<file path="src/rtl/mpe_pkg.sv">
// Package for the Mandelbrot pixel escape block: fixed-point constants,
// configuration, controller state, datapath command and status types.
// No dependencies; every other file in rtl/ refers to it by scoped names.
package mpe_pkg;

  // Fixed-point format of the working word (signed Q4.28).
  localparam int FRAC_BITS = 28;
  localparam int WORD_BITS = FRAC_BITS + 4;
  // Operand width of each datapath multiplier (signed).
  localparam int MUL_BITS  = 33;
  localparam int PROD_BITS = 2 * MUL_BITS;
  // Low slice of the pre-scale coordinate that is multiplied separately.
  localparam int LO_BITS   = 24;
  // Width of a square shifted back to the working scale (not saturated).
  localparam int SQ_BITS   = 2 * WORD_BITS - FRAC_BITS;
  // Width of the sums formed in one iteration step.
  localparam int ITER_BITS = SQ_BITS + 2;

  localparam logic signed [WORD_BITS-1:0] WORD_MAX = {1'b0, {(WORD_BITS-1){1'b1}}};
  localparam logic signed [WORD_BITS-1:0] WORD_MIN = {1'b1, {(WORD_BITS-1){1'b0}}};

  // Configuration register indexes (byte address is 4 times the index).
  localparam int REG_IDX_BITS = 3;
  localparam int ADDR_BITS    = 5;
  typedef enum logic [REG_IDX_BITS-1:0] {
    REG_MIN_RE     = 3'd0,
    REG_MAX_IM     = 3'd1,
    REG_RE_STEP    = 3'd2,
    REG_IM_STEP    = 3'd3,
    REG_ZOOM_SCALE = 3'd4,
    REG_MAX_ITER   = 3'd5
  } reg_idx_t;

  typedef struct packed {
    logic [31:0] min_re;
    logic [31:0] max_im;
    logic [30:0] re_step;
    logic [30:0] im_step;
    logic [30:0] zoom_scale;
    logic [15:0] max_iterations;
  } cfg_t;

  // Controller states, one-hot.
  typedef enum logic [8:0] {
    ST_IDLE     = 9'b000000001,
    ST_MUL_XY   = 9'b000000010,
    ST_SUM      = 9'b000000100,
    ST_MUL_RE   = 9'b000001000,
    ST_MUL_IM   = 9'b000010000,
    ST_FIX_IM   = 9'b000100000,
    ST_ITER_MUL = 9'b001000000,
    ST_ITER_UPD = 9'b010000000,
    ST_DONE     = 9'b100000000
  } state_t;

  // Datapath operations issued by the controller.
  typedef enum logic [3:0] {
    OP_NONE     = 4'd0,
    OP_LOAD     = 4'd1,
    OP_MUL_XY   = 4'd2,
    OP_SUM      = 4'd3,
    OP_MUL_RE   = 4'd4,
    OP_MUL_IM   = 4'd5,
    OP_FIX_IM   = 4'd6,
    OP_ITER_MUL = 4'd7,
    OP_ITER_UPD = 4'd8
  } op_t;

  typedef struct packed {
    op_t  op;
    logic out_load;
    logic in_set;
  } cmd_t;

  typedef struct packed {
    logic escaped;
    logic out_free;
  } status_t;

endpackage

</file>
<file path="src/rtl/mpe_ctrl.sv">
// Controller state machine: sequences coordinate mapping, the escape
// iterations and the result transfer. Depends on mpe_pkg.
module mpe_ctrl (
  input  logic              clk,
  input  logic              rst,
  input  logic              in_valid,
  output logic              in_ready,
  input  logic [15:0]       max_iter,
  input  mpe_pkg::status_t  status,
  output mpe_pkg::cmd_t     cmd
);

  mpe_pkg::state_t state, state_next;
  logic [15:0]     count, count_next;
  logic            in_set, in_set_next;

  assign in_ready = (state == mpe_pkg::ST_IDLE);

  // Next state, iteration count and command decode.
  always_comb begin
    state_next   = state;
    count_next   = count;
    in_set_next  = in_set;
    cmd.op       = mpe_pkg::OP_NONE;
    cmd.out_load = 1'b0;
    cmd.in_set   = in_set;
    unique case (state)
      mpe_pkg::ST_IDLE: begin
        if (in_valid) begin
          cmd.op     = mpe_pkg::OP_LOAD;
          count_next = 16'd0;
          state_next = mpe_pkg::ST_MUL_XY;
        end
      end
      mpe_pkg::ST_MUL_XY: begin
        cmd.op     = mpe_pkg::OP_MUL_XY;
        state_next = mpe_pkg::ST_SUM;
      end
      mpe_pkg::ST_SUM: begin
        cmd.op     = mpe_pkg::OP_SUM;
        state_next = mpe_pkg::ST_MUL_RE;
      end
      mpe_pkg::ST_MUL_RE: begin
        cmd.op     = mpe_pkg::OP_MUL_RE;
        state_next = mpe_pkg::ST_MUL_IM;
      end
      mpe_pkg::ST_MUL_IM: begin
        cmd.op     = mpe_pkg::OP_MUL_IM;
        state_next = mpe_pkg::ST_FIX_IM;
      end
      mpe_pkg::ST_FIX_IM: begin
        cmd.op     = mpe_pkg::OP_FIX_IM;
        state_next = mpe_pkg::ST_ITER_MUL;
      end
      mpe_pkg::ST_ITER_MUL: begin
        // The limit is checked before each step; reaching it means inside.
        if (count == max_iter) begin
          in_set_next = 1'b1;
          state_next  = mpe_pkg::ST_DONE;
        end else begin
          cmd.op     = mpe_pkg::OP_ITER_MUL;
          state_next = mpe_pkg::ST_ITER_UPD;
        end
      end
      mpe_pkg::ST_ITER_UPD: begin
        cmd.op = mpe_pkg::OP_ITER_UPD;
        if (status.escaped) begin
          in_set_next = 1'b0;
          state_next  = mpe_pkg::ST_DONE;
        end else begin
          count_next = count + 16'd1;
          state_next = mpe_pkg::ST_ITER_MUL;
        end
      end
      mpe_pkg::ST_DONE: begin
        if (status.out_free) begin
          cmd.out_load = 1'b1;
          state_next   = mpe_pkg::ST_IDLE;
        end
      end
      default: state_next = mpe_pkg::ST_IDLE;
    endcase
  end

  always_ff @(posedge clk) begin
    if (rst) begin
      state  <= mpe_pkg::ST_IDLE;
      count  <= 16'd0;
      in_set <= 1'b0;
    end else begin
      state  <= state_next;
      count  <= count_next;
      in_set <= in_set_next;
    end
  end

endmodule

</file>
<file path="config.mk">
export PLATFORM = sky130hd
export DESIGN_NAME = mpe_ctrl
export DESIGN_NICKNAME = d
export VERILOG_FILES = /design/src/rtl/mpe_pkg.sv /design/src/rtl/mpe_ctrl.sv
export SDC_FILE = /design/constraint.sdc
export NUM_CORES = 1
export LEC_CHECK = 0
export BUFFER_PORTS_ARGS = -buffer_cell sky130_fd_sc_hd__buf_2
export CAP_MARGIN = 20
export CORE_MARGIN = 3
export CORE_UTILIZATION = 40
export CTS_CLUSTER_DIAMETER = 150
export CTS_CLUSTER_SIZE = 25
export DETAILED_ROUTE_END_ITERATION = 12
export PLACE_DENSITY = 0.61
export SYNTH_ARGS = -nofsm -noshare
export SYNTH_HDL_FRONTEND = slang
export SYNTH_SLANG_ARGS = --single-unit
export TNS_END_PERCENT = 30
</file>
<file path="constraint.sdc">
create_clock -name clk -period 2.2 [get_ports clk]
set_clock_uncertainty 0.15 [all_clocks]
set_input_delay 0.44 -clock clk [delete_from_list [all_inputs] [get_ports clk]]
set_output_delay 0.44 -clock clk [all_outputs]
set_load 0.01 [all_outputs]
</file>
==> results.sh, run 1 <==
export IMPL_status="complete, but fails checks"
export IMPL_violations="negative setup slack"
export IMPL_vias=1640
export IMPL_period_share_pct=106
export IMPL_synthMuxAreaShare_pct=0.613
export IMPL_post_dp_hpwl_um=3350
export IMPL_ys_warn_count=0
export IMPL_peakVddDrop_mv=0.281
export IMPL_slew_violations=0
export IMPL_synth_flop_cell="dfxtp_1"
export IMPL_htree_levels=1
export IMPL_synth_most_common_cell="dfxtp_1"
export IMPL_min_period_ns=2.33
export IMPL_grt_overflow=0
export IMPL_tritoncts="yes"
export IMPL_wl_um=4600
export IMPL_fp_dieW_um=69.9
export IMPL_drc=0
export IMPL_endpoint_kind="primary output"
export IMPL_grt_pass1_vias=1681
export IMPL_multi_input_comb_area_um2=1200
export IMPL_dr_pass1_iters=4
export IMPL_nets=260
export IMPL_die_area_um2=4890
export IMPL_timing_fmax_mhz=428
export IMPL_cts_sinks=26
export IMPL_synth_nets=212
export IMPL_via_per_inst=5.77
export IMPL_synth_adder_area_share_pct=0.766
export IMPL_grt_start_max_net_pins=14
export IMPL_tightest_slew_ns=0.323
export IMPL_gp_congestion=0.944
export IMPL_drive_gt1_share_pct=42.4
export IMPL_placement_io_buffers=27
export IMPL_synth_top_area_share_pct=31.9
export IMPL_place_area_um2=1900
export IMPL_cts_inserted_buffers=3
export IMPL_rsz0062_at_grt="true"
export IMPL_syn_area_um2=1630
export IMPL_core_area_um2=3800
export IMPL_power_leakage_nw=0.844
export IMPL_num_io_pins=28
export IMPL_fillers=355
export IMPL_fp_row_count=22
export IMPL_initial_utilization_pct=43.0
export IMPL_synth_xor_area_share_pct=11.3
export IMPL_cp_start_kind="register"
export IMPL_design_area_um2=2220
export IMPL_num_antenna_cells=0
export IMPL_p_per_area_nw_per_um2=411
export IMPL_cts_root_buf="clkbuf_8"
export IMPL_crit_type="reg -> out"
export IMPL_area_delta_synth_final_pct=36.0
export IMPL_first_iter_violations=116
export IMPL_seqCellArea_um2=562
export IMPL_post_route_util_pct=58.5
export IMPL_die_h_um=69.9
export IMPL_drv_cap=0
export IMPL_final_antenna_net_count=0
export IMPL_yosys_cell_types_count=41
export IMPL_synth_area_per_cell_um2=8.60
export IMPL_crit_required_ns=1.61
export IMPL_pre_cts_slack_ns=-0.133
export IMPL_grt_first_pass_wirelength_um=8120
export IMPL_yosys_register_bits=26
export IMPL_synth_compound_area_share_pct=15.2
export IMPL_cts_max_path_buffers=2
export IMPL_clkLatencyLatePin_ns=0.28
export IMPL_ys_seq_area_share_pct=31.9
export IMPL_synth_top_family_by_area="simple AND/OR/NAND/NOR gates"
export IMPL_setup_slack_ns=-0.134
export IMPL_hold_viol_final=0
export IMPL_synthTopCellsByCount="dfxtp_1, xnor2_1, a21oi_1"
export IMPL_slew_headroom_pct=78.3
export IMPL_postCtsHoldBufs=0
export IMPL_antenna_found_initial=0
export IMPL_synth_edf_count=0
export IMPL_path_clk_slew_ns=0.09
export IMPL_yosys_area_top_type="dfxtp_1"
export IMPL_setup_violations=5
export IMPL_synthCells=190
export IMPL_synthSimpleGateAreaFrac_pct=36.1
export IMPL_synthTopCellsByArea="dfxtp_1, xnor2_1, a21oi_1, o21ai_0, o31ai_1"
export IMPL_hold_class="in -> reg"
export IMPL_crit_fanout=4
export IMPL_wl_per_cell_um=16.2
export IMPL_track_usage_pct=20.3
export IMPL_async_reset_ff_share_pct=0
export IMPL_cp_arrival_ns=1.74
==> final cells by class <==
cell class	instances	area share [%]
timing repair buffer	54	15.7
tap	48	2.70
clock buffer	3	1.86
inverter	3	0.507
multi-input combinational	150	53.9
sequential	26	25.3
==> registers in the layout (all words and copies together) (netlist names) <==
| signal | cells |
|---|---|
| count | 16 |
| state | 9 |
| in_set | 1 |
==> kinds of logic (layout without fill, tap and decap cells) <==
group           Yosys count  count (layout)
xor+xnor                 21              21
buf+inv                  14              60
compound gates           41              41
mux                       1               1
fa+ha+maj                 1               1
simple gates             86              86
flops                    26              26
==> metrics by stage <==
stage	hold WS, ns	setup TNS, ns	cells	power (mW)
after floorplan	0.314	0	190	0.564
after global placement	0.328	-0.306	271	0.622
after detailed placement	0.341	-0.324	271	0.624
after CTS	0.280	-0.373	282	0.916
after global routing	0.281	-0.826	284	0.956
final	0.287	-0.514	284	0.914
==> repair_timing <==
item | in CTS | in global routing
pin swaps | 11 | 10
gates resized for setup | 34 | 19
gates cloned | 0 | 0
setup buffers | 8 | 2
setup endpoints to repair | 5 | 11
==> routing by layer <==
metal | GRT usage [%] | vias up | wire (um)
li1 | - | 810 | -
met1 | 24.5 | 769 | 1920
met2 | 35.5 | 46 | 2320
met3 | 4.03 | 15 | 191
met4 | 7.23 | 0 | 157
met5 | 0 | - | 0
==> critical path: stages, from the launching register on <==
cell     delay [ns]
dfxtp_2        0.35
xnor2_1        0.15
nand4_1        0.18
nor4_4         0.35
buf_4          0.20
o21ai_2        0.08
buf_2          0.16
==> path summary, 6_finish.rpt <==
path                                start  slack (ns)        end  cells past startpoint
worst max-delay path            count[14]       -0.13     cmd[4]                      6
worst min-delay path                  rst        0.29   state[1]                      2
worst max register to register   state[0]        0.18  count[13]                      6
worst min register to register  count[14]        0.35  count[14]                      2
==> cell usage in the layout, fill, tap and decap left out, types with 3 or more instances in the layout <==
| cell type | count |
|---|---|
| buf_2 | 27 |
| nor2_1 | 8 |
| buf_4 | 24 |
| o31ai_1 | 7 |
| dfxtp_2 | 9 |
| or3_1 | 7 |
| nand4_1 | 8 |
| dfxtp_4 | 8 |
| or4_1 | 6 |
| xnor2_2 | 8 |
| nand4b_1 | 3 |
| nor2b_1 | 3 |
| nand2b_1 | 4 |
| xor2_1 | 4 |
| nor4_4 | 6 |
| dfxtp_1 | 9 |
| and3_1 | 5 |
| a21oi_1 | 16 |
| xnor2_1 | 9 |
| nand2_1 | 10 |
| inv_1 | 3 |
| clkbuf_8 | 3 |
| o21ai_0 | 8 |
| nand3_1 | 4 |
| buf_6 | 3 |
==> power by group <==
part           switching, mW  internal [mW]  total (mW)
sequential           0.00344          0.465       0.468
combinational         0.0856         0.0851       0.171
clock                  0.152          0.123       0.275
total                  0.241          0.673       0.914
No activity file was read; power rests on OpenSTA's default activity.
==> run 2: changes to the inputs <==
- PLACE_DENSITY: 0.61 -> default
- SETUP_SLACK_MARGIN: default -> 0.15
==> results.sh, run 2 (synthesis results as in run 1) <==
export IMPL_place_inst=274
export IMPL_initial_utilization_pct=43.0
export IMPL_num_io_pins=28
export IMPL_fillers=353
export IMPL_hold_class="in -> reg"
export IMPL_core_area_um2=3800
export IMPL_htree_levels=1
export IMPL_track_usage_pct=18.0
export IMPL_worstPathCellList="or4_4, buf_6, nor3_4, buf_2"
export IMPL_grt_pass1_vias=1531
export IMPL_drive_gt1_share_pct=39.1
export IMPL_grt_first_pass_wirelength_um=7200
export IMPL_cts_max_path_buffers=2
export IMPL_crit_required_ns=1.61
export IMPL_slew_violations=0
export IMPL_cts_inserted_buffers=3
export IMPL_cp_arrival_ns=1.73
export IMPL_seqCellArea_um2=542
export IMPL_path_clk_slew_ns=0.08
export IMPL_final_antenna_net_count=0
export IMPL_vias=1637
export IMPL_wl_per_cell_um=15.5
export IMPL_endpoint_kind="primary output"
export IMPL_layout_common_cells="buf_2, buf_4, a21oi_1"
export IMPL_cts_sinks=26
export IMPL_setup_violations=4
export IMPL_violations="negative setup slack"
export IMPL_fp_dieW_um=69.9
export IMPL_wl_um=4380
export IMPL_postCtsHoldBufs=0
export IMPL_final_cells=283
export IMPL_crit_type="reg -> out"
export IMPL_gp_congestion=0.863
export IMPL_placement_io_buffers=27
export IMPL_drv_cap=0
export IMPL_crit_fanout=4
export IMPL_clkLatencyLatePin_ns=0.27
export IMPL_via_per_inst=5.78
export IMPL_antenna_found_initial=0
export IMPL_multi_input_comb_area_um2=1150
export IMPL_fp_row_count=22
export IMPL_grt_start_max_net_pins=17
export IMPL_die_area_um2=4890
export IMPL_tritoncts="yes"
export IMPL_slowest_stage="or4_4"
export IMPL_p_per_area_nw_per_um2=427
export IMPL_cts_root_buf="clkbuf_8"
export IMPL_status="complete, but fails checks"
export IMPL_drc=0
export IMPL_min_period_ns=2.32
export IMPL_area_delta_synth_final_pct=31.9
export IMPL_peakVddDrop_mv=0.300
export IMPL_post_dp_hpwl_um=3280
export IMPL_fin_hold_ws_ns=0.277
export IMPL_largest_reg_flops=16
export IMPL_cp_start_kind="register"
export IMPL_biggestRegsByFlops="count (16), state (9), in_set (1)"
export IMPL_grt_overflow=0
export IMPL_slew_headroom_pct=66.7
export IMPL_regMostFlops="count"
export IMPL_setup_slack_ns=-0.117
export IMPL_period_share_pct=105
export IMPL_first_iter_violations=80
export IMPL_dr_pass1_iters=4
export IMPL_power_leakage_nw=0.827
export IMPL_num_antenna_cells=0
export IMPL_timing_fmax_mhz=432
export IMPL_die_h_um=69.9
export IMPL_hold_viol_final=0
export IMPL_mostFrequentLayoutCell="buf_2"
export IMPL_tightest_slew_ns=0.493
export IMPL_nets=259
export IMPL_rsz0062_at_grt="true"
export IMPL_slowest_delay_ns=0.56
## run 2: changes by cell type in the layout (fill, tap and decap cells not counted), moves of 2 or more
| cell | before | now |
|---|---|---|
| dfxtp_2 | 9 | 14 |
| xnor2_2 | 8 | 2 |
| buf_4 | 24 | 20 |
| buf_6 | 3 | 6 |
| xnor2_1 | 9 | 15 |
| dfxtp_4 | 8 | 1 |
| dfxtp_1 | 9 | 11 |
## run 2: layer usage
metal / wire, um / share of wire [%] / global-route usage, %
met1: 2090 / 48 / 24.4
met2: 2080 / 47 / 29.5
met3: 152 / 3.5 / 3.60
met4: 54 / 1.2 / 3.83
met5: 0 / 0 / 0
## run 2: report_power, final
part | switching, mW | internal (mW) | total (mW)
Clock | 0.149 | 0.123 | 0.272
Combinational | 0.0845 | 0.0868 | 0.171
Sequential | 0.00310 | 0.473 | 0.477
Total | 0.237 | 0.683 | 0.920
## run 2: cell type report
type	count	area share, %
multi-input combinational	150	53.3
sequential	26	25.1
timing repair buffer	53	16.4
tap	48	2.79
clock buffer	3	1.92
inverter	3	0.523
## run 2: repair_timing
action	4_1_cts	5_1_grt
resized for setup	23	15
endpoints found under the setup margin	12	25
setup buffers	6	0
pin swaps	11	9
## run 2: path summary, 6_finish.rpt
| kind | start | endpoint | slack, ns | depth (start not counted) |
|---|---|---|---|---|
| min reg2reg | count[15] | count[15] | 0.35 | 2 |
| max reg2reg | state[0] | count[11] | 0.10 | 6 |
| min | rst | state[6] | 0.28 | 2 |
| max | state[0] | cmd[5] | -0.12 | 4 |
## run 2: worst max-delay path: cells and delay by family (launching register included)
kind	cells	cell delay (ns)
buffers and inverters	2	0.33
flip-flops	1	0.33
AND/OR/NAND/NOR	2	0.79
## run 2: stage by stage
stage | utilization, % | worst slack [ns] | power (mW) | setup TNS (ns) | instance area, um^2
4_1_cts | 55.1 | -0.0589 | 0.907 | -0.168 | 2090
6_report | 56.7 | -0.117 | 0.920 | -0.260 | 2150
5_1_grt | 56.7 | -0.159 | 0.961 | -0.816 | 2150
3_3_place_gp | 50.8 | 0.0455 | 0.621 | 0 | 1930
3_5_place_dp | 50.8 | 0.0519 | 0.624 | 0 | 1930
2_1_floorplan | - | 0.123 | 0.564 | 0 | 1640
