### src/rtl/mpe_pkg.sv
// Package for the Mandelbrot pixel escape block: fixed-point constants,
// configuration, controller state, datapath command and status types.
// No dependencies; every other file in rtl/ refers to it by scoped names.
package mpe_pkg;

  // Fixed-point format of the working word (signed Q4.28).
  localparam int FRAC_BITS = 28;
  localparam int WORD_BITS = FRAC_BITS + 4;
  // Operand width of each datapath multiplier (signed).
  localparam int MUL_BITS  = 33;
  localparam int PROD_BITS = 2 * MUL_BITS;
  // Low slice of the pre-scale coordinate that is multiplied separately.
  localparam int LO_BITS   = 24;
  // Width of a square shifted back to the working scale (not saturated).
  localparam int SQ_BITS   = 2 * WORD_BITS - FRAC_BITS;
  // Width of the sums formed in one iteration step.
  localparam int ITER_BITS = SQ_BITS + 2;

  localparam logic signed [WORD_BITS-1:0] WORD_MAX = {1'b0, {(WORD_BITS-1){1'b1}}};
  localparam logic signed [WORD_BITS-1:0] WORD_MIN = {1'b1, {(WORD_BITS-1){1'b0}}};

  // Configuration register indexes (byte address is 4 times the index).
  localparam int REG_IDX_BITS = 3;
  localparam int ADDR_BITS    = 5;
  typedef enum logic [REG_IDX_BITS-1:0] {
    REG_MIN_RE     = 3'd0,
    REG_MAX_IM     = 3'd1,
    REG_RE_STEP    = 3'd2,
    REG_IM_STEP    = 3'd3,
    REG_ZOOM_SCALE = 3'd4,
    REG_MAX_ITER   = 3'd5
  } reg_idx_t;

  typedef struct packed {
    logic [31:0] min_re;
    logic [31:0] max_im;
    logic [30:0] re_step;
    logic [30:0] im_step;
    logic [30:0] zoom_scale;
    logic [15:0] max_iterations;
  } cfg_t;

  // Controller states, one-hot.
  typedef enum logic [8:0] {
    ST_IDLE     = 9'b000000001,
    ST_MUL_XY   = 9'b000000010,
    ST_SUM      = 9'b000000100,
    ST_MUL_RE   = 9'b000001000,
    ST_MUL_IM   = 9'b000010000,
    ST_FIX_IM   = 9'b000100000,
    ST_ITER_MUL = 9'b001000000,
    ST_ITER_UPD = 9'b010000000,
    ST_DONE     = 9'b100000000
  } state_t;

  // Datapath operations issued by the controller.
  typedef enum logic [3:0] {
    OP_NONE     = 4'd0,
    OP_LOAD     = 4'd1,
    OP_MUL_XY   = 4'd2,
    OP_SUM      = 4'd3,
    OP_MUL_RE   = 4'd4,
    OP_MUL_IM   = 4'd5,
    OP_FIX_IM   = 4'd6,
    OP_ITER_MUL = 4'd7,
    OP_ITER_UPD = 4'd8
  } op_t;

  typedef struct packed {
    op_t  op;
    logic out_load;
    logic in_set;
  } cmd_t;

  typedef struct packed {
    logic escaped;
    logic out_free;
  } status_t;

endpackage

### src/rtl/mpe_regs.sv
// Configuration register file with an APB-style write/read port.
// Depends on mpe_pkg for the register indexes and the cfg_t bundle.
module mpe_regs (
  input  logic                         clk,
  input  logic                         rst,
  input  logic                         psel,
  input  logic                         penable,
  input  logic                         pwrite,
  input  logic [mpe_pkg::ADDR_BITS-1:0] paddr,
  input  logic [31:0]                  pwdata,
  output logic [31:0]                  prdata,
  output mpe_pkg::cfg_t                cfg
);

  logic                             wr_en;
  logic [mpe_pkg::REG_IDX_BITS-1:0] idx;

  assign wr_en = psel && penable && pwrite;
  assign idx   = paddr[mpe_pkg::ADDR_BITS-1:2];

  // Register writes; an index beyond the list is ignored.
  always_ff @(posedge clk) begin
    if (rst) begin
      cfg.min_re         <= 32'hE000_0000;
      cfg.max_im         <= 32'h1000_0000;
      cfg.re_step        <= 31'd786432;
      cfg.im_step        <= 31'd786432;
      cfg.zoom_scale     <= 31'h1000_0000;
      cfg.max_iterations <= 16'd256;
    end else if (wr_en) begin
      case (idx)
        mpe_pkg::REG_MIN_RE:     cfg.min_re         <= pwdata;
        mpe_pkg::REG_MAX_IM:     cfg.max_im         <= pwdata;
        mpe_pkg::REG_RE_STEP:    cfg.re_step        <= pwdata[30:0];
        mpe_pkg::REG_IM_STEP:    cfg.im_step        <= pwdata[30:0];
        mpe_pkg::REG_ZOOM_SCALE: cfg.zoom_scale     <= pwdata[30:0];
        mpe_pkg::REG_MAX_ITER:   cfg.max_iterations <= pwdata[15:0];
        default: ;
      endcase
    end
  end

  // Read back the addressed register, zero-extended.
  always_comb begin
    case (idx)
      mpe_pkg::REG_MIN_RE:     prdata = cfg.min_re;
      mpe_pkg::REG_MAX_IM:     prdata = cfg.max_im;
      mpe_pkg::REG_RE_STEP:    prdata = {1'b0, cfg.re_step};
      mpe_pkg::REG_IM_STEP:    prdata = {1'b0, cfg.im_step};
      mpe_pkg::REG_ZOOM_SCALE: prdata = {1'b0, cfg.zoom_scale};
      mpe_pkg::REG_MAX_ITER:   prdata = {16'd0, cfg.max_iterations};
      default:                 prdata = 32'd0;
    endcase
  end

endmodule

### config.mk
export PLATFORM = sky130hd
export DESIGN_NAME = mpe_regs
export DESIGN_NICKNAME = d
export VERILOG_FILES = /design/src/rtl/mpe_pkg.sv /design/src/rtl/mpe_regs.sv
export SDC_FILE = /design/constraint.sdc
export NUM_CORES = 1
export LEC_CHECK = 0
export BUFFER_PORTS_ARGS = -buffer_cell sky130_fd_sc_hd__buf_2
export CAP_MARGIN = 20
export CORE_ASPECT_RATIO = 1.5
export CORE_MARGIN = 5
export CORE_UTILIZATION = 55
export CTS_CLUSTER_SIZE = 25
export DETAILED_ROUTE_END_ITERATION = 6
export PLACE_DENSITY = 0.89
export REMOVE_ABC_BUFFERS = 1
export SETUP_SLACK_MARGIN = 0.02
export SLEW_MARGIN = 30
export SYNTH_ARGS = -nofsm -noshare
export SYNTH_HDL_FRONTEND = slang
export SYNTH_SLANG_ARGS = --single-unit
### constraint.sdc
create_clock -name clk -period 2 [get_ports clk]
set_input_delay 0.3 -clock clk [delete_from_list [all_inputs] [get_ports clk]]
set_output_delay 0.3 -clock clk [all_outputs]
set_load 0.01 [all_outputs]
==> summary.log, run 1 <==
[clock_network] maximum number of buffers from clock root to sink 2
[final_layout] register containing the most flip-flops in the final layout cfg
[critical_path] category of the critical setup timing path in -> out
[pwr] maximum VDD drop 0.436 mV
[final_layout] layout-stage area growth over the synthesis result 25.7%
[sta] Final setup viols 0
[critical_path] worst-path maximum fanout 23
[critical_path] cell with the largest stage delay on the worst path mux2_2
[pwr] leakage power of the design 0.00416 µW
[critical_path] critical path required time 1.70 ns
[detailed_routing] total iterations of the first detailed-routing run 5
[clock_network] Clock Sinks 173
[yosys] number of instances in the synthesized netlist 972
[floorplan] Core ar. 14,500 µm²
[clock_network] post-cts hold buffer count 0
[final_layout] registers with the most flip-flops cfg (173)
[pwr] power per standard cell area 750 nW/µm²
[sta] final critical-path share of the clock period 96.0%
[clock_network] clock root buffer clkbuf_16
[yosys] Synth top area share 42.9%
[global_route] layer with the highest usage met2
[detailed_routing] post-detailed-routing wire length 28,100 µm
[critical_path] most repeated library cell on the critical path buf_2
[critical_path] category of the worst setup path capture point output port
[sta] RSZ-0062 raised after global routing true
[place] number of input and output port buffers inserted 244
[place] Placement Setup Slack 0.111 ns
[critical_path] arrival time of the worst setup path 1.62 ns
[sta] Worst Setup Slack, final 0.0803 ns
[yosys] flip-flop and latch count after synthesis 173
[global_route] pin count of the biggest net entering global routing 60
[global_route] global-route wire length before repair 44,200 µm
[status] status finished, final reports clean
[critical_path] ordered cell list for the critical path buf_2 > buf_12 > mux2_2 > a221oi_2 > nor2_1 > buf_2
[final_layout] Largest register FFs 173
[yosys] post-synthesis sequential area ratio 42.9%
[detailed_routing] # DRC 0
[sta] Fmax 521 MHz
[place] total cell area at the placement stage 9500 µm²
[clock_network] Resize count post-CTS 0
[clock_network] clock tree from TritonCTS yes
[floorplan] die boundary width 109 µm
[clock_network] total CTS buffers 17
[detailed_routing] Avg WL per Cell 20.4 µm
[clock_network] Post-CTS Setup Inserts 0
[final_layout] share of post-route cells with drive strength above 1 32.0%
[floorplan] vertical extent of the die 158 µm
[final_layout] cell area after layout 10,100 µm²
[critical_path] worst reg-to-reg setup slack 1.11 ns
[clock_network] htree depth 4
[global_route] initial antenna violation count 0
[final_layout] core utilization of the finished layout 70.1%
[sta] Final Max Slew Viols 0
[yosys] number of library cell types mapped by synthesis 36
[yosys] Post-Syn Area per Cell 8.30 µm²
[sta] transition time at the pin with the least slew margin 0.685 ns
[clock_network] clock latency at the later pin of the worst-skew pair 0.43 ns
[yosys] most area-consuming cells after synthesis dfxtp_1, a21oi_1, nand3_1, o21ai_0, mux2_2
[floorplan] # rows 54
[floorplan] number of primary I/O pins 247
[flow_run] count of max-cap constraint violations 0
[detailed_routing] Final ANT Viol Nets 0
[yosys] cell area after technology mapping 8070 µm²
[final_layout] fill count 1,150
[global_route] met3 track demand over resource 6.73%
[final_layout] area occupied by multi-input gates 4060 µm²
[clock_network] CTS clock-pin slew for the worst setup and hold paths 0.08 ns
[final_layout] Final nets 1,212
[detailed_routing] detailed-route via count 8,878
[sta] worst clock skew on the final layout 0 ns
[place] hpwl dp 18,400 µm
[floorplan] Initial Util 55.8%
[final_layout] flip-flop and latch area 3460 µm²
[global_route] global-route met1 utilization 36.7%
[final_layout] highest-count cells in the layout ignoring fill and taps buf_2, dfxtp_1, a21oi_1, nand3_1, o21ai_0
[final_layout] commonest non-fill, non-tap cell in the layout buf_2
[global_route] all-layer global routing usage 32.2%
[final_layout] Antenna diodes 0
[critical_path] crit start category primary input
[global_route] met2 usage in global routing 54.0%
[yosys] synthesis warning total 0
[critical_path] largest incremental delay on the critical path 0.38 ns
[global_route] number of global-route vias before repair 8,576
[yosys] library cell with the largest summed area after synthesis dfxtp_1
[floorplan] floorplan die area 17,200 µm²
[global_route] grt total ovfl 0
[sta] post-layout min period 1.92 ns
[detailed_routing] drt initial violations 919
[place] RD Place Congestion 0.861
[sta] headroom to the max-slew limit 54.3%
[detailed_routing] number of vias per cell 6.44
[sta] number of hold violations in the final report 0
[sta] setup total negative slack 0 ns
[min_path] path category of the worst min-delay check in -> reg
-- critical path: cells and delay by family --
family	cells	cell delay, ns
AND/OR/NAND/NOR	1	0.08
multiplexers	1	0.38
buffers and inverters	3	0.52
AO/OA/AOI/OAI	1	0.30
-- cell usage after synthesis, drive strengths merged --
master  number
dfxtp      173
a21oi      169
o21ai      166
nand3      165
buf         59
clkbuf      56
mux2        37
mux2i       37
nor2        37
a221oi      27
nand2       10
o221ai      10
a22oi        5
nor2b        3
o22a         3
nand2b       2
a21boi       1
a311o        1
and2b        1
and4         1
and4b        1
clkinv       1
inv          1
nand4        1
nand4b       1
nor3b        1
o21a         1
o22ai        1
or2          1
-- layout make-up --
class,count,share of cell area (%)
clock buffer,19,4.47
clock inverter,13,1.41
inverter,2,0.0740
multi-input combinational,682,40.1
sequential,173,34.2
tap,196,2.42
timing repair buffer,294,17.4
-- final timing paths --
path         startpoint         end  cells after the start
min reg2reg     cfg[50]     cfg[50]                      2
min          pwdata[31]    cfg[140]                      3
max            paddr[3]  prdata[11]                      6
max reg2reg      cfg[8]      cfg[8]                      2
-- power breakdown --
part / switching [µW] / leakage (µW) / internal, µW
registers: 20.4 / 0.00139 / 3470
logic: 498 / 0.00248 / 243
clock network: 1540 / 0.000290 / 1840
total: 2050 / 0.00416 / 5550
-- per-layer routing --
layer  vias to the layer above  routed length (µm)
met5                         -                   0
li1                       3966                   -
met1                      4186               10000
met4                         0                1490
met2                       609               13900
met3                       117                2700
-- through the flow --
step           power (µW)  hold slack [ns]  instances
6_report             7610            0.132       1379
5_1_grt              7830            0.138       1379
4_1_cts              7590            0.122       1379
3_5_place_dp         4280            0.477       1347
3_3_place_gp         4270            0.470       1347
2_1_floorplan        3820            0.369        857
-- logic make-up after synthesis --
| family | Yosys count | synth area share [%] |
|---|---|---|
| buffers and inverters | 117 | 7.58 |
| flip-flops | 173 | 42.9 |
| AND/OR/NAND/NOR | 224 | 13.8 |
| AO/OA/AOI/OAI | 384 | 26.0 |
| multiplexers | 74 | 9.76 |
Power figures use the tool's default switching activity.
==> run 2: changes to the inputs <==
--- a/constraint.sdc
+++ b/constraint.sdc
@@ -3,2 +3,2 @@
 set_output_delay 0.3 -clock clk [all_outputs]
-set_load 0.01 [all_outputs]
+set_load 0.05 [all_outputs]
==> summary.log, run 2 (synthesized netlist as in run 1, its figures left out) <==
[final_layout] layout-stage area growth over the synthesis result 27.6%
[critical_path] arrival time of the worst setup path 1.68 ns
[clock_network] clock tree from TritonCTS yes
[floorplan] floorplan die area 17,200 µm²
[global_route] all-layer global routing usage 32.3%
[final_layout] Largest register FFs 173
[final_layout] fill count 1,150
[detailed_routing] # DRC 0
[global_route] grt total ovfl 0
[critical_path] crit start category primary input
[final_layout] Final nets 1,215
[detailed_routing] post-detailed-routing wire length 28,500 µm
[global_route] number of global-route vias before repair 8,537
[critical_path] most repeated library cell on the critical path buf_4
[sta] Final Max Slew Viols 0
[critical_path] category of the critical setup timing path in -> out
[sta] worst clock skew on the final layout 0 ns
[floorplan] # rows 54
[sta] headroom to the max-slew limit 50.1%
[status] status finished, final reports clean
[sta] RSZ-0062 raised after global routing true
[sta] Worst Setup Slack, final 0.0248 ns
[flow_run] count of max-cap constraint violations 0
[detailed_routing] Final ANT Viol Nets 0
[clock_network] Post-CTS Setup Inserts 0
[detailed_routing] number of vias per cell 6.44
[final_layout] share of post-route cells with drive strength above 1 32.1%
[critical_path] critical path required time 1.70 ns
[clock_network] total CTS buffers 17
[min_path] path category of the worst min-delay check in -> reg
[sta] transition time at the pin with the least slew margin 0.748 ns
[critical_path] largest incremental delay on the critical path 0.35 ns
[place] Placement Setup Slack -0.0301 ns
[clock_network] CTS clock-pin slew for the worst setup and hold paths 0.07 ns
[place] number of input and output port buffers inserted 244
[floorplan] die boundary width 109 µm
[detailed_routing] Avg WL per Cell 20.6 µm
[sta] Final setup viols 0
[clock_network] clock root buffer clkbuf_16
[floorplan] Core ar. 14,500 µm²
[final_layout] register containing the most flip-flops in the final layout cfg
[final_layout] highest-count cells in the layout ignoring fill and taps buf_2, dfxtp_1, a21oi_1, nand3_1, o21ai_0
[floorplan] number of primary I/O pins 247
[critical_path] cell family with the largest share of critical-path delay buffers and inverters
[detailed_routing] total iterations of the first detailed-routing run 6
[final_layout] commonest non-fill, non-tap cell in the layout buf_2
[critical_path] cell with the largest stage delay on the worst path mux2_2
[pwr] power per standard cell area 762 nW/µm²
[final_layout] cell area after layout 10,300 µm²
[floorplan] Initial Util 55.8%
[place] RD Place Congestion 0.890
[critical_path] buffers plus inverters on the worst setup path 3
[clock_network] htree depth 4
[floorplan] vertical extent of the die 158 µm
[final_layout] registers with the most flip-flops cfg (173)
[sta] final critical-path share of the clock period 98.8%
[sta] Fmax 506 MHz
[sta] post-layout min period 1.98 ns
[place] hpwl dp 18,600 µm
[detailed_routing] drt initial violations 787
[critical_path] category of the worst setup path capture point output port
[global_route] initial antenna violation count 1
[sta] setup total negative slack 0 ns
[detailed_routing] detailed-route via count 8,905
[clock_network] clock latency at the later pin of the worst-skew pair 0.42 ns
[place] total cell area at the placement stage 9590 µm²
[pwr] maximum VDD drop 0.544 mV
[pwr] leakage power of the design 0.00421 µW
[clock_network] maximum number of buffers from clock root to sink 2
[critical_path] ordered cell list for the critical path buf_4 > buf_4 > mux2_2 > a221oi_1 > nor2_1 > buf_2
[sta] number of hold violations in the final report 0
[global_route] pin count of the biggest net entering global routing 64
[clock_network] post-cts hold buffer count 0
[clock_network] Clock Sinks 173
[critical_path] worst-path maximum fanout 10
[global_route] global-route wire length before repair 44,400 µm
-- run 2: cell count changes in the layout (fill, tap and decap cells not counted), moves of 2 or more --
cell,previous run,this run
clkbuf_8,2,0
a221oi_2,3,5
inv_6,6,4
buf_12,13,19
clkbuf_4,0,5
clkinvlp_4,2,4
buf_4,37,42
bufinv_16,1,3
inv_8,4,1
buf_2,243,230
-- run 2: through the flow --
step	instances	power, µW	hold WS (ns)	utilization (%)
floorplan	857	3980	0.369	-
global placement	1349	4440	0.471	66.3
detailed placement	1349	4450	0.481	66.3
CTS	1382	7820	0.149	70.8
global route	1383	8050	0.155	71.2
finish	1383	7850	0.151	71.2
-- run 2: final timing paths --
kind | depth (start not counted) | from | endpoint | slack [ns]
setup / recovery | 6 | paddr[3] | prdata[2] | 0.02
hold / removal | 3 | pwdata[31] | cfg[140] | 0.15
setup reg to reg | 2 | cfg[8] | cfg[8] | 1.11
hold reg to reg | 2 | cfg[12] | cfg[12] | 0.49
-- run 2: what timing repair did --
item / in CTS / in global routing
setup endpoints to repair: 2 / 14
cloned: 1 / 0
resized for setup: 1 / 25
pin swaps: 0 / 0
-- run 2: worst reg2reg max path: cells and delay by family, from the launching register on --
family	cells	cell delay (ns)
DFF	1	0.34
AOI/OAI and AO/OA	2	0.45
-- run 2: where the power goes --
part / switching (µW) / internal (µW) / leakage (µW)
Sequential: 20.3 / 3470 / 0.00139
Clock: 1440 / 1990 / 0.000286
Combinational: 658 / 266 / 0.00253
Total: 2120 / 5730 / 0.00421
-- run 2: cell type report --
cell class	count	area [µm²]	area share (%)
Clock inverter	14	180	1.75
Multi-Input combinational cell	682	4060	39.4
Sequential cell	173	3460	33.6
Inverter	2	7.51	0.0729
Clock buffer	18	429	4.17
Tap cell	196	245	2.38
Antenna cell	1	2.50	0.0243
Timing Repair Buffer	297	1910	18.6
-- run 2: per-layer routing --
layer | vias to the layer above | share of wire (%) | track usage [%] | wire [µm]
li1 | 3964 | - | - | -
met1 | 4165 | 34 | 36.8 | 9740
met3 | 132 | 10 | 7.51 | 2870
met2 | 644 | 50 | 54.2 | 14400
met5 | - | 0 | 0 | 0
met4 | 0 | 5.4 | 20.0 | 1530
==> run 3: changes to the inputs <==
- CORE_MARGIN: 5 -> default
- CORE_UTILIZATION: 55 -> 52
- PLACE_DENSITY: 0.89 -> 0.85
- clock period: 2 -> 1.98 ns (I/O delays scaled with it)
==> summary.log, run 3 (synthesized netlist as in run 1, its figures left out) <==
[global_route] layer with the highest usage met2
[pwr] relative contribution of combinational cells to total power 12.2%
[clock_network] maximum number of buffers from clock root to sink 2
[global_route] global-route met1 utilization 36.1%
[clock_network] CTS clock-pin slew for the worst setup and hold paths 0.07 ns
[critical_path] crit start category flop
[pwr] switching power summed over all nets 2130 µW
[floorplan] # rows 55
[pwr] maximum VDD drop 0.494 mV
[critical_path] critical path required time 1.68 ns
[detailed_routing] detailed-route via count 8,775
[pwr] internal power summed over all cells 5450 µW
[pwr] Clock Power Share 41.2%
[global_route] global-route wire length before repair 42,200 µm
[clock_network] clock root buffer clkbuf_16
[place] number of input and output port buffers inserted 244
[final_layout] register containing the most flip-flops in the final layout cfg
[place] Placed Instances 1,355
[pwr] leakage power of the design 0.00423 µW
[clock_network] post-cts hold buffer count 0
[detailed_routing] Final ANT Viol Nets 0
[final_layout] post-layout instance count excluding filler cells 1,395
[detailed_routing] post-detailed-routing wire length 27,000 µm
[clock_network] Clock Sinks 173
[sta] final critical-path share of the clock period 97.4%
[flow_run] count of max-cap constraint violations 0
[final_layout] registers with the most flip-flops cfg (173)
[final_layout] Final nets 1,222
[pwr] power per standard cell area 735 nW/µm²
[sta] RSZ-0062 raised after global routing true
[sta] setup total negative slack 0 ns
[floorplan] Initial Util 53.3%
[place] hpwl dp 17,900 µm
[detailed_routing] # DRC 0
[clock_network] clock tree from TritonCTS yes
[sta] number of hold violations in the final report 0
[global_route] all-layer global routing usage 32.7%
[detailed_routing] Avg WL per Cell 19.3 µm
[sta] Final Max Slew Viols 0
[global_route] initial antenna violation count 2
[floorplan] floorplan die area 16,000 µm²
[clock_network] total CTS buffers 17
[detailed_routing] number of vias per cell 6.29
[final_layout] layout-stage area growth over the synthesis result 27.8%
[global_route] number of global-route vias before repair 8,289
[global_route] pin count of the biggest net entering global routing 86
[final_layout] highest-count cells in the layout ignoring fill and taps buf_2, dfxtp_1, a21oi_1, nand3_1, o21ai_0
[final_layout] commonest non-fill, non-tap cell in the layout buf_2
[detailed_routing] drt initial violations 703
[sta] Final setup viols 0
[status] status finished, final reports clean
[sta] transition time at the pin with the least slew margin 0.419 ns
[critical_path] worst-path maximum fanout 3
[final_layout] Largest register FFs 173
[sta] post-layout min period 1.93 ns
[floorplan] die boundary width 104 µm
[global_route] met2 usage in global routing 57.3%
[critical_path] arrival time of the worst setup path 1.63 ns
[clock_network] htree depth 4
[detailed_routing] total iterations of the first detailed-routing run 5
[critical_path] category of the worst setup path capture point output port
[min_path] path category of the worst min-delay check in -> reg
[sta] headroom to the max-slew limit 72.1%
[global_route] grt total ovfl 0
[floorplan] Core ar. 15,100 µm²
[sta] Fmax 518 MHz
[pwr] Reg power frac 46.5%
[pwr] switching portion of total power 28.1%
[floorplan] number of primary I/O pins 247
[critical_path] category of the critical setup timing path reg -> out
[place] RD Place Congestion 0.886
[floorplan] vertical extent of the die 155 µm
[sta] worst clock skew on the final layout 0 ns
[final_layout] share of post-route cells with drive strength above 1 33.0%
[global_route] met3 track demand over resource 5.73%
[clock_network] clock latency at the later pin of the worst-skew pair 0.42 ns
==> run 3: routing by layer <==
| layer | wire (µm) | vias up |
|---|---|---|
| li1 | - | 3984 |
| met1 | 9770 | 4156 |
| met2 | 13800 | 518 |
| met3 | 1930 | 117 |
| met4 | 1510 | 0 |
| met5 | 0 | - |
==> run 3: power by group through the flow <==
stage	clock network, µW	registers, µW	logic, µW
2_1_floorplan	0	3690	327
3_3_place_gp	0	3600	880
3_5_place_dp	0	3600	886
4_1_cts	3140	3520	893
5_1_grt	3290	3530	970
6_report	3120	3520	927
==> run 3: layout make-up <==
class                      instances  area, µm²
inverter                           2       11.3
fill                            1275       4830
clock inverter                    12        104
sequential                       173       3470
tap                              199        249
timing repair buffer             304       1940
multi-input combinational        682       4090
clock buffer                      20        447
antenna                            3       7.51
==> run 3: worst max-delay path, stage by stage (launching register included) <==
cell      delay [ns]
dfxtp_2         0.33
mux2_4          0.27
a221oi_2        0.25
buf_4           0.16
nor2_2          0.03
buf_6           0.16
==> run 3: worst paths after layout <==
| path | start | end | slack, ns | cells past startpoint |
|---|---|---|---|---|
| max | cfg[145] | prdata[4] | 0.05 | 5 |
| min | pwdata[31] | cfg[140] | 0.15 | 3 |
| max reg2reg | cfg[8] | cfg[8] | 1.09 | 2 |
| min reg2reg | cfg[100] | cfg[100] | 0.49 | 2 |
==> run 3: repair_timing <==
item,CTS,global route
hold endpoints to repair,0,0
gates resized for setup,11,25
endpoints found under the setup margin,10,25
pin swaps,0,1
setup buffers,0,5
==> run 3: through the flow <==
step	utilization (%)	hold slack, ns	total power [µW]	instance area [µm²]	setup slack, ns
after floorplan	-	0.366	4020	7460	-1.72
after global placement	63.4	0.470	4480	9590	-0.0179
after detailed placement	63.4	0.480	4490	9590	-0.0153
after CTS	67.2	0.136	7560	10200	0.0267
after global routing	68.1	0.168	7790	10300	0.000340
final	68.1	0.145	7570	10300	0.0512
